<file path="src/sv/compressed_texel_block_decoder_macros.svh">
// Assertion macros shared by the texel block decoder modules.
`ifndef COMPRESSED_TEXEL_BLOCK_DECODER_MACROS_SVH
`define COMPRESSED_TEXEL_BLOCK_DECODER_MACROS_SVH

// Same-cycle implication, clocked on clk, disabled in reset.
`define CTBD_ASSERT_IMP(lbl, ante, cons, msg) \
  lbl: assert property (@(posedge clk) disable iff (!rst_n) (ante) |-> (cons)) \
    else $error(msg);

// Next-cycle implication, clocked on clk, disabled in reset.
`define CTBD_ASSERT_NXT(lbl, ante, cons, msg) \
  lbl: assert property (@(posedge clk) disable iff (!rst_n) (ante) |=> (cons)) \
    else $error(msg);

`endif

</file>
<file path="src/sv/ctbd_pkg.sv">
// Types, codes and helpers for the compressed texel block decoder.
package ctbd_pkg;

  localparam int MAX_DIM = 1024;
  localparam int MIN_DIM = 4;
  localparam int DIM_W   = 11;
  localparam int BLK_W   = 8;
  localparam int BCNT_W  = 9;
  localparam int IDX_W   = 20;

  localparam logic [1:0] FMT_RGB6A5 = 2'd0;
  localparam logic [1:0] FMT_RGBA8  = 2'd1;
  localparam logic [1:0] FMT_BGRA8  = 2'd2;

  localparam logic [1:0] MODE_TRANSP = 2'd0;
  localparam logic [1:0] MODE_AVG    = 2'd1;
  localparam logic [1:0] MODE_RAW    = 2'd2;
  localparam logic [1:0] MODE_BLEND  = 2'd3;

  localparam logic [1:0] CFG_OUT_FORMAT = 2'd0;
  localparam logic [1:0] CFG_TEX_WIDTH  = 2'd1;
  localparam logic [1:0] CFG_TEX_HEIGHT = 2'd2;

  localparam logic [2:0] KIND_RAW   = 3'd0;
  localparam logic [2:0] KIND_AVG   = 3'd1;
  localparam logic [2:0] KIND_MIX53 = 3'd2;
  localparam logic [2:0] KIND_MIX35 = 3'd3;
  localparam logic [2:0] KIND_CLEAR = 3'd4;

  typedef logic [31:0] texel_t;
  typedef texel_t [3:0] palette_t;

  typedef struct packed {
    logic [31:0] index_word;
    logic [1:0]  pal_mode;
    logic [14:0] pal_color0;
    logic [14:0] pal_color1;
    logic [14:0] pal_color2;
    logic [14:0] pal_color3;
  } in_item_t;

  typedef struct packed {
    logic [31:0]      texel_value;
    logic [IDX_W-1:0] texel_index;
    logic             block_done;
    logic             texture_done;
  } out_item_t;

  typedef struct packed {
    logic active;
    logic block_end;
  } emit_status_t;

  function automatic logic [DIM_W-1:0] clamp_dim(input logic [DIM_W-1:0] v);
    logic [DIM_W-1:0] res;
    if (v < DIM_W'(MIN_DIM)) begin
      res = DIM_W'(MIN_DIM);
    end else if (v > DIM_W'(MAX_DIM)) begin
      res = DIM_W'(MAX_DIM);
    end else begin
      res = v;
    end
    return res;
  endfunction

endpackage

</file>
<file path="src/sv/ctbd_lane.sv">
// One palette lane: builds one palette entry and converts it to the output format.
module ctbd_lane (
  input  logic [14:0]       c0_i,
  input  logic [14:0]       c1_i,
  input  logic [14:0]       raw_i,
  input  logic [2:0]        kind_i,
  input  logic [1:0]        fmt_i,
  output ctbd_pkg::texel_t  texel_o
);
  import ctbd_pkg::*;

  function automatic logic [4:0] mix(input logic [4:0] a, input logic [4:0] b,
                                     input logic [4:0] r, input logic [2:0] kind);
    logic [5:0] sum6;
    logic [7:0] m8;
    logic [4:0] res;
    sum6 = {1'b0, a} + {1'b0, b};
    m8   = 8'd0;
    res  = r;
    case (kind)
      KIND_AVG: begin
        res = sum6[5:1];
      end
      KIND_MIX53: begin
        m8  = ({3'b0, a} << 2) + {3'b0, a} + ({3'b0, b} << 1) + {3'b0, b};
        res = m8[7:3];
      end
      KIND_MIX35: begin
        m8  = ({3'b0, b} << 2) + {3'b0, b} + ({3'b0, a} << 1) + {3'b0, a};
        res = m8[7:3];
      end
      default: begin
        res = r;
      end
    endcase
    return res;
  endfunction

  function automatic logic [5:0] ext6(input logic [4:0] c);
    return (c == 5'd0) ? 6'd0 : {c, 1'b1};
  endfunction

  logic [4:0] red;
  logic [4:0] grn;
  logic [4:0] blu;

  assign red = mix(c0_i[4:0],   c1_i[4:0],   raw_i[4:0],   kind_i);
  assign grn = mix(c0_i[9:5],   c1_i[9:5],   raw_i[9:5],   kind_i);
  assign blu = mix(c0_i[14:10], c1_i[14:10], raw_i[14:10], kind_i);

  always_comb begin
    if (kind_i == KIND_CLEAR) begin
      texel_o = 32'd0;
    end else begin
      case (fmt_i)
        FMT_RGBA8: begin
          texel_o = {8'hFF, blu, 3'b000, grn, 3'b000, red, 3'b000};
        end
        FMT_BGRA8: begin
          texel_o = {8'hFF, red, 3'b000, grn, 3'b000, blu, 3'b000};
        end
        default: begin
          texel_o = {3'b000, 5'h1F, 2'b00, ext6(blu), 2'b00, ext6(grn), 2'b00, ext6(red)};
        end
      endcase
    end
  end

endmodule

</file>
<file path="src/sv/ctbd_emit.sv">
// Texel emitter: block position, palette select, one texel per cycle when not stalled.
`include "compressed_texel_block_decoder_macros.svh"

module ctbd_emit (
  input  logic                          clk,
  input  logic                          rst_n,
  input  logic                          load_i,
  input  ctbd_pkg::palette_t            pal_i,
  input  logic [31:0]                   word_i,
  input  logic [ctbd_pkg::DIM_W-1:0]    tex_w_i,
  input  logic [ctbd_pkg::BCNT_W-1:0]   bw_i,
  input  logic [ctbd_pkg::BCNT_W-1:0]   bh_i,
  output logic                          out_valid_o,
  input  logic                          out_stall_i,
  output ctbd_pkg::out_item_t           out_item_o,
  output ctbd_pkg::emit_status_t        status_o
);
  import ctbd_pkg::*;

  logic             active_r, active_nxt;
  logic [3:0]       t_r, t_nxt;
  logic [31:0]      word_r, word_nxt;
  palette_t         pal_r, pal_nxt;
  logic [IDX_W-1:0] row_base_r, row_base_nxt;
  logic             last_r, last_nxt;
  logic [BLK_W-1:0] col_r, col_nxt;
  logic [BLK_W-1:0] row_r, row_nxt;

  logic                  fire;
  logic                  blk_end;
  logic                  last_col;
  logic                  last_row;
  logic [18:0]           prod;
  logic [IDX_W-1:0]      base;

  assign fire     = active_r && !out_stall_i;
  assign blk_end  = fire && (t_r == 4'd15);
  assign last_col = ({1'b0, col_r} + 9'd1) >= bw_i;
  assign last_row = ({1'b0, row_r} + 9'd1) >= bh_i;
  assign prod     = 19'(row_r) * 19'(tex_w_i);
  assign base     = IDX_W'({col_r, 2'b00}) + {prod[17:0], 2'b00};

  always_comb begin
    active_nxt   = active_r;
    t_nxt        = t_r;
    word_nxt     = word_r;
    pal_nxt      = pal_r;
    row_base_nxt = row_base_r;
    last_nxt     = last_r;
    col_nxt      = col_r;
    row_nxt      = row_r;
    if (load_i) begin
      active_nxt   = 1'b1;
      t_nxt        = 4'd0;
      word_nxt     = word_i;
      pal_nxt      = pal_i;
      row_base_nxt = base;
      last_nxt     = last_col && last_row;
      if (last_col) begin
        col_nxt = '0;
        row_nxt = last_row ? '0 : row_r + 8'd1;
      end else begin
        col_nxt = col_r + 8'd1;
      end
    end else if (blk_end) begin
      active_nxt = 1'b0;
    end else if (fire) begin
      t_nxt    = t_r + 4'd1;
      word_nxt = word_r >> 2;
      if (t_r[1:0] == 2'd3) begin
        row_base_nxt = row_base_r + IDX_W'(tex_w_i);
      end
    end
  end

  always_ff @(posedge clk) begin
    if (!rst_n) begin
      active_r <= 1'b0;
      t_r      <= 4'd0;
      col_r    <= '0;
      row_r    <= '0;
    end else begin
      active_r <= active_nxt;
      t_r      <= t_nxt;
      col_r    <= col_nxt;
      row_r    <= row_nxt;
    end
  end

  always_ff @(posedge clk) begin
    word_r     <= word_nxt;
    pal_r      <= pal_nxt;
    row_base_r <= row_base_nxt;
    last_r     <= last_nxt;
  end

  assign out_valid_o              = active_r;
  assign out_item_o.texel_value   = pal_r[word_r[1:0]];
  assign out_item_o.texel_index   = row_base_r + IDX_W'(t_r[1:0]);
  assign out_item_o.block_done    = (t_r == 4'd15);
  assign out_item_o.texture_done  = (t_r == 4'd15) && last_r;
  assign status_o.active          = active_r;
  assign status_o.block_end       = blk_end;

  `CTBD_ASSERT_NXT(a_load_starts, load_i, active_r && (t_r == 4'd0), "load did not start block")
  `CTBD_ASSERT_NXT(a_step, fire && (t_r != 4'd15) && !load_i,
                   active_r && (t_r == $past(t_r) + 4'd1), "texel counter skipped")
  `CTBD_ASSERT_NXT(a_row_adv, fire && (t_r[1:0] == 2'd3) && (t_r != 4'd15) && !load_i,
                   row_base_r == $past(row_base_r) + IDX_W'(tex_w_i), "row base not advanced")
  `CTBD_ASSERT_IMP(a_load_ok, load_i, !active_r || blk_end, "load over a live block")

endmodule

</file>
<file path="src/sv/compressed_texel_block_decoder.sv">
// Top level of the compressed texel block decoder.
// Takes one 4x4 compressed block per item and delivers its sixteen texels in raster
// order, one per cycle while the output is not stalled, through the single output port
// of the texel emitter. A one-item holding stage takes the next block while the current
// one drains, and four palette lanes build and convert the palette entries in parallel
// as a block moves into the emitter. With the emitter idle, an accepted block is first
// registered in the holding stage and then loaded into the emitter, which presents its
// first texel. Block position restarts at the top left after the last block. Registers
// must be written only while the block is idle; the block itself does not enforce it.
`include "compressed_texel_block_decoder_macros.svh"

module compressed_texel_block_decoder (
  input  logic                 clk,
  input  logic                 rst_n,
  input  logic                 in_valid,
  output logic                 in_stall,
  input  ctbd_pkg::in_item_t   in_item,
  output logic                 out_valid,
  input  logic                 out_stall,
  output ctbd_pkg::out_item_t  out_item,
  input  logic                 cfg_we,
  input  logic [1:0]           cfg_index,
  input  logic [10:0]          cfg_wdata
);
  import ctbd_pkg::*;

  logic             hold_valid_r, hold_valid_nxt;
  in_item_t         hold_item_r, hold_item_nxt;
  logic [1:0]       fmt_r, fmt_nxt;
  logic [DIM_W-1:0] tw_r, tw_nxt;
  logic [DIM_W-1:0] th_r, th_nxt;

  logic             in_fire;
  logic             load;
  emit_status_t     st;
  logic [DIM_W-1:0] w_cl;
  logic [DIM_W-1:0] h_cl;
  logic [2:0]       kind2;
  logic [2:0]       kind3;
  palette_t         pal;

  assign load     = hold_valid_r && (!st.active || st.block_end);
  assign in_stall = hold_valid_r && !load;
  assign in_fire  = in_valid && !in_stall;
  assign w_cl     = clamp_dim(tw_r);
  assign h_cl     = clamp_dim(th_r);

  always_comb begin
    hold_valid_nxt = hold_valid_r;
    hold_item_nxt  = hold_item_r;
    if (in_fire) begin
      hold_valid_nxt = 1'b1;
      hold_item_nxt  = in_item;
    end else if (load) begin
      hold_valid_nxt = 1'b0;
    end
  end

  always_comb begin
    fmt_nxt = fmt_r;
    tw_nxt  = tw_r;
    th_nxt  = th_r;
    if (cfg_we) begin
      case (cfg_index)
        CFG_OUT_FORMAT: fmt_nxt = cfg_wdata[1:0];
        CFG_TEX_WIDTH:  tw_nxt  = cfg_wdata;
        CFG_TEX_HEIGHT: th_nxt  = cfg_wdata;
        default: ;
      endcase
    end
  end

  always_ff @(posedge clk) begin
    if (!rst_n) begin
      hold_valid_r <= 1'b0;
      fmt_r        <= FMT_RGB6A5;
      tw_r         <= DIM_W'(8);
      th_r         <= DIM_W'(8);
    end else begin
      hold_valid_r <= hold_valid_nxt;
      fmt_r        <= fmt_nxt;
      tw_r         <= tw_nxt;
      th_r         <= th_nxt;
    end
  end

  always_ff @(posedge clk) begin
    hold_item_r <= hold_item_nxt;
  end

  always_comb begin
    case (hold_item_r.pal_mode)
      MODE_TRANSP: begin
        kind2 = KIND_RAW;
        kind3 = KIND_CLEAR;
      end
      MODE_AVG: begin
        kind2 = KIND_AVG;
        kind3 = KIND_CLEAR;
      end
      MODE_BLEND: begin
        kind2 = KIND_MIX53;
        kind3 = KIND_MIX35;
      end
      default: begin
        kind2 = KIND_RAW;
        kind3 = KIND_RAW;
      end
    endcase
  end

  ctbd_lane u_lane0 (
    .c0_i    (hold_item_r.pal_color0),
    .c1_i    (hold_item_r.pal_color1),
    .raw_i   (hold_item_r.pal_color0),
    .kind_i  (KIND_RAW),
    .fmt_i   (fmt_r),
    .texel_o (pal[0])
  );

  ctbd_lane u_lane1 (
    .c0_i    (hold_item_r.pal_color0),
    .c1_i    (hold_item_r.pal_color1),
    .raw_i   (hold_item_r.pal_color1),
    .kind_i  (KIND_RAW),
    .fmt_i   (fmt_r),
    .texel_o (pal[1])
  );

  ctbd_lane u_lane2 (
    .c0_i    (hold_item_r.pal_color0),
    .c1_i    (hold_item_r.pal_color1),
    .raw_i   (hold_item_r.pal_color2),
    .kind_i  (kind2),
    .fmt_i   (fmt_r),
    .texel_o (pal[2])
  );

  ctbd_lane u_lane3 (
    .c0_i    (hold_item_r.pal_color0),
    .c1_i    (hold_item_r.pal_color1),
    .raw_i   (hold_item_r.pal_color3),
    .kind_i  (kind3),
    .fmt_i   (fmt_r),
    .texel_o (pal[3])
  );

  ctbd_emit u_emit (
    .clk         (clk),
    .rst_n       (rst_n),
    .load_i      (load),
    .pal_i       (pal),
    .word_i      (hold_item_r.index_word),
    .tex_w_i     (w_cl),
    .bw_i        (BCNT_W'(w_cl >> 2)),
    .bh_i        (BCNT_W'(h_cl >> 2)),
    .out_valid_o (out_valid),
    .out_stall_i (out_stall),
    .out_item_o  (out_item),
    .status_o    (st)
  );

  `CTBD_ASSERT_NXT(a_hold_fill, in_fire, hold_valid_r, "accepted item not held")
  `CTBD_ASSERT_NXT(a_hold_drain, load && !in_fire, !hold_valid_r, "held item not released")
  `CTBD_ASSERT_IMP(a_stall_busy, in_stall, hold_valid_r && st.active, "stall without work")

endmodule

</file>
<file path="config.mk">
export PLATFORM = sky130hd
export DESIGN_NAME = compressed_texel_block_decoder
export DESIGN_NICKNAME = d
export VERILOG_FILES = /design/src/sv/ctbd_pkg.sv /design/src/sv/ctbd_lane.sv /design/src/sv/ctbd_emit.sv /design/src/sv/compressed_texel_block_decoder.sv
export VERILOG_INCLUDE_DIRS = /design/src /design/src/sv
export SDC_FILE = /design/constraint.sdc
export NUM_CORES = 1
export LEC_CHECK = 0
export BUFFER_PORTS_ARGS = -buffer_cell sky130_fd_sc_hd__buf_2
export CAP_MARGIN = 20
export CORE_MARGIN = 10
export CORE_UTILIZATION = 60
export CTS_CLUSTER_SIZE = 28
export DETAILED_ROUTE_END_ITERATION = 7
export PLACE_DENSITY = 0.8
export SLEW_MARGIN = 20
export SYNTH_ARGS = -nofsm -noshare
export SYNTH_HDL_FRONTEND = slang
export SYNTH_SLANG_ARGS = --single-unit
</file>
<file path="constraint.sdc">
create_clock -name clk -period 6.8 [get_ports clk]
set_input_delay 0.68 -clock clk [delete_from_list [all_inputs] [get_ports clk]]
set_output_delay 0.68 -clock clk [all_outputs]
set_load 0.01 [all_outputs]
</file>
==> results.yml <==
cells_and_area:
  area_growth_pct: 11.9
  nNetsFinal: 2288
  layout-drive-gt1-share_pct: 14.8
  layout.cells.non_filler: 2398
  fin_util_pct: 67.8
synthesis:
  ys_seq_area_share_pct: 42.3
  ys.flop_type: "edfxtp_1"
  synth_area_leaders: "edfxtp_1 (38%), fa_1 (11%), ha_1 (9.0%), dfxtp_1 (4.7%), nand2_1 (4.3%)"
  ys_seq_elements: 292
  yosys.area.top_type: "edfxtp_1"
  synthArstFlopShare_pct: 0
  syn_area_um2: 19600
  syn-num-nets: 2157
  synth-edff-count: 246
  syn_area_per_cell_um2: 10.9
  synth_top_area_share_pct: 37.6
  netlist_instances: 1797
  ys_warn_count: 0
  ys_types: 73
global_routing:
  grt-ovfl-total: 0
  grtUsageTotal_pct: 23.4
  grt_max_degree: 105
  grt_pass1_vias: 15000
  antenna_found_initial: 2
  grt_first_pass_wirelength_um: 77500
sta:
  rsz0062_at_grt: "no"
  max_slew_margin_pct: 27.9
  fin_setup_tns_ps: 0
  clock_skew_ps: 19.2
  period_share_pct: 91.6
  timing.final.hold_violations: 0
  worst_pin_slew_ps: 1080
  period_minus_slack_ps: 6230
  setup_viol: 0
  max_freq_mhz: 161
  timing.hold.ws_ps: 325
  timing.final.max_slew_violations: 0
route:
  drc: 0
  drt_pre_antenna_iters: 5
  wl_um: 47400
  drt_iter0_drc: 1060
  postRouteAntennaNets: 0
  vias_per_cell: 5.88
  vias: 14100
  wl_per_cell_um: 19.8
clock_tree:
  cts_inserted_buffers: 34
  path_clk_slew_ps: 60
  cts_buffer_depth: 3
  clock_insertion_delay_worst_skew_ps: 530
  clock-sinks: 292
  post_cts_resized: 0
  cts_root_buffer: "clkbuf_16"
  cts_tree: "done"
  cts_setup_buffers: 0
  htreeDepth: 2
  cts_hold_buf: 0
worst_setup_path:
  critPathBufInv: 3
  rrSetupSlack_ps: 570
  path_class: "register to register"
  path_common_cell: "fa_1"
  critPathRequiredTime_ps: 7040
  critPathCaptureType: "register"
  start_kind: "register"
  arrival_ps: 6460
  slowest_stage: "fa_1"
  path_max_fanout: 15
  cp_top_family: "adder cells"
  crit_path_max_incr_delay_ps: 550
  crit_chain: "nor4_1 -> nand2_1 -> o41ai_1 -> buf_4 -> and3_1 -> fa_1 -> fa_1 -> fa_1 -> inv_1 -> fa_1 -> inv_1 -> ha_1 -> a21oi_1 -> o21ai_0 -> a211oi_2 -> o21ai_2 -> xor2_1 -> nor2b_1 -> nand4_1 -> xnor2_1 -> a21oi_1"
die:
  fp-row-count: 66
  io-pin-count: 168
  dieArea_um2: 40400
  die_x_um: 201
  die_h_um: 201
  core-area_um2: 32500
  initial_core_util_pct: 60.5
worst_hold_path:
  hp-class: "input pin to register"
place:
  dpl.cell_count: 2334
  dp_hpwl_um: 34300
  portBuffers: 167
  gp_congestion: 0.888
pwr:
  ir_worst_vdd_v: 0.000191
  cellLeakagePower_nw: 9.48
  power_mw: 5.00
  powerDensity_nw_per_um2: 227
run:
  drv_cap: 0
status:
  status: "finished, final reports clean"
==> state kept, by name, summed over array words and instances (netlist names) <==
signal	cells
th_r	11
u_emit.row_base_r	20
u_emit.row_r	8
u_emit.t_r	4
u_emit.last_r	1
u_emit.out_valid_o	1
u_emit.col_r	8
tw_r	11
hold_valid_r	1
u_emit.pal_r	99
hold_item_r	94
u_emit.word_r	32
fmt_r	2
==> per-stage QoR <==
stage	area, um^2	setup WS, ps
floorplan	19600	785
global placement	20800	768
detailed placement	20800	648
CTS	22000	607
global route	22000	171
finish	22000	574
==> where the power goes <==
group          internal [mW]  leakage, nW  switching [mW]
registers               2.08         2.72          0.0850
logic                  0.396         6.19           0.539
clock network           1.13        0.564           0.766
total                   3.61         9.48            1.39
==> cells in the final DEF, fill, tap and decap left out, types with 8 or more instances in the layout <==
cell type  instances
a21boi_0          12
a21o_1            21
a21oi_1           82
a221oi_1          12
a22oi_1           24
and2_1            75
and3_1            49
buf_2            167
buf_4             15
clkbuf_16         34
clkinv_1          10
dfxtp_1           46
edfxtp_1         246
fa_1             107
ha_1             141
inv_1            125
mux2i_1           21
mux4_2            24
nand2_1          227
nand2b_1          10
nand3_1           26
nand3b_1           9
nand4_1            8
nor2_1           107
nor2b_1           27
nor3_1            15
o211ai_1           8
o21a_1             8
o21ai_0           53
o21bai_1          11
o22ai_1           11
xnor2_1           64
xor2_1            45
==> routing by layer <==
| layer | share of wire (%) | track usage (%) |
|---|---|---|
| met4 | 3.2 | 8.60 |
| met3 | 6.7 | 3.44 |
| met5 | 0 | 0 |
| met2 | 51 | 41.6 |
| met1 | 39 | 28.2 |
==> path summary, 6_finish.rpt <==
path,to,start,depth (start not counted)
max,u_emit.row_base_r[19],tw_r[6],21
min reg2reg,tw_r[4],tw_r[4],2
max reg2reg,u_emit.row_base_r[19],tw_r[6],21
min,hold_item_r[85],in_item[85],1
==> cell type report <==
| cell class | count | area (um^2) |
|---|---|---|
| repair buffers | 182 | 948 |
| inverters | 127 | 482 |
| diodes | 2 | 5.00 |
| clock inverters | 26 | 309 |
| well taps | 442 | 553 |
| flip-flops and latches | 292 | 8310 |
| clock buffers | 36 | 868 |
| fillers | 2428 | 10500 |
| multi-input cells | 1291 | 10500 |
==> worst register-to-register path, stage by stage, from the launching register on <==
cell	delay (ps)
dfxtp_1	390
nor4_1	410
nand2_1	120
o41ai_1	260
buf_4	230
and3_1	200
fa_1	430
fa_1	480
fa_1	550
inv_1	60
fa_1	550
inv_1	50
ha_1	370
a21oi_1	300
o21ai_0	160
a211oi_2	320
o21ai_2	120
xor2_1	370
nor2b_1	190
nand4_1	120
xnor2_1	190
a21oi_1	90
==> logic make-up after synthesis <==
logic type | share of synthesized area (%)
AOI/OAI and AO/OA | 9.98
xor gates and xnor gates | 5.02
adders and majority gates | 19.9
buffers and inverters | 4.22
DFF | 42.3
muxes | 4.11
and+or+nand+nor | 14.5
==> synthesized netlist by cell type (7+ instances only) <==
master	instances
a21o_1	21
a221oi_1	12
and2_1	75
fa_1	107
dfxtp_1	46
mux2i_1	21
a21oi_1	82
nor2_1	107
xor2_1	45
buf_1	7
clkbuf_1	71
o21ai_0	53
nand3_1	26
nor3_1	15
nand2b_1	10
nand4_1	8
xnor2_1	64
o22ai_1	11
a21boi_0	12
ha_1	141
nor2b_1	28
o21a_1	8
inv_1	126
nand3b_1	9
o21bai_1	11
edfxtp_1	246
mux4_2	24
a22oi_1	24
and3_1	49
nand2_1	227
o211ai_1	8
Note: power is estimated with default switching activity, not from simulation.
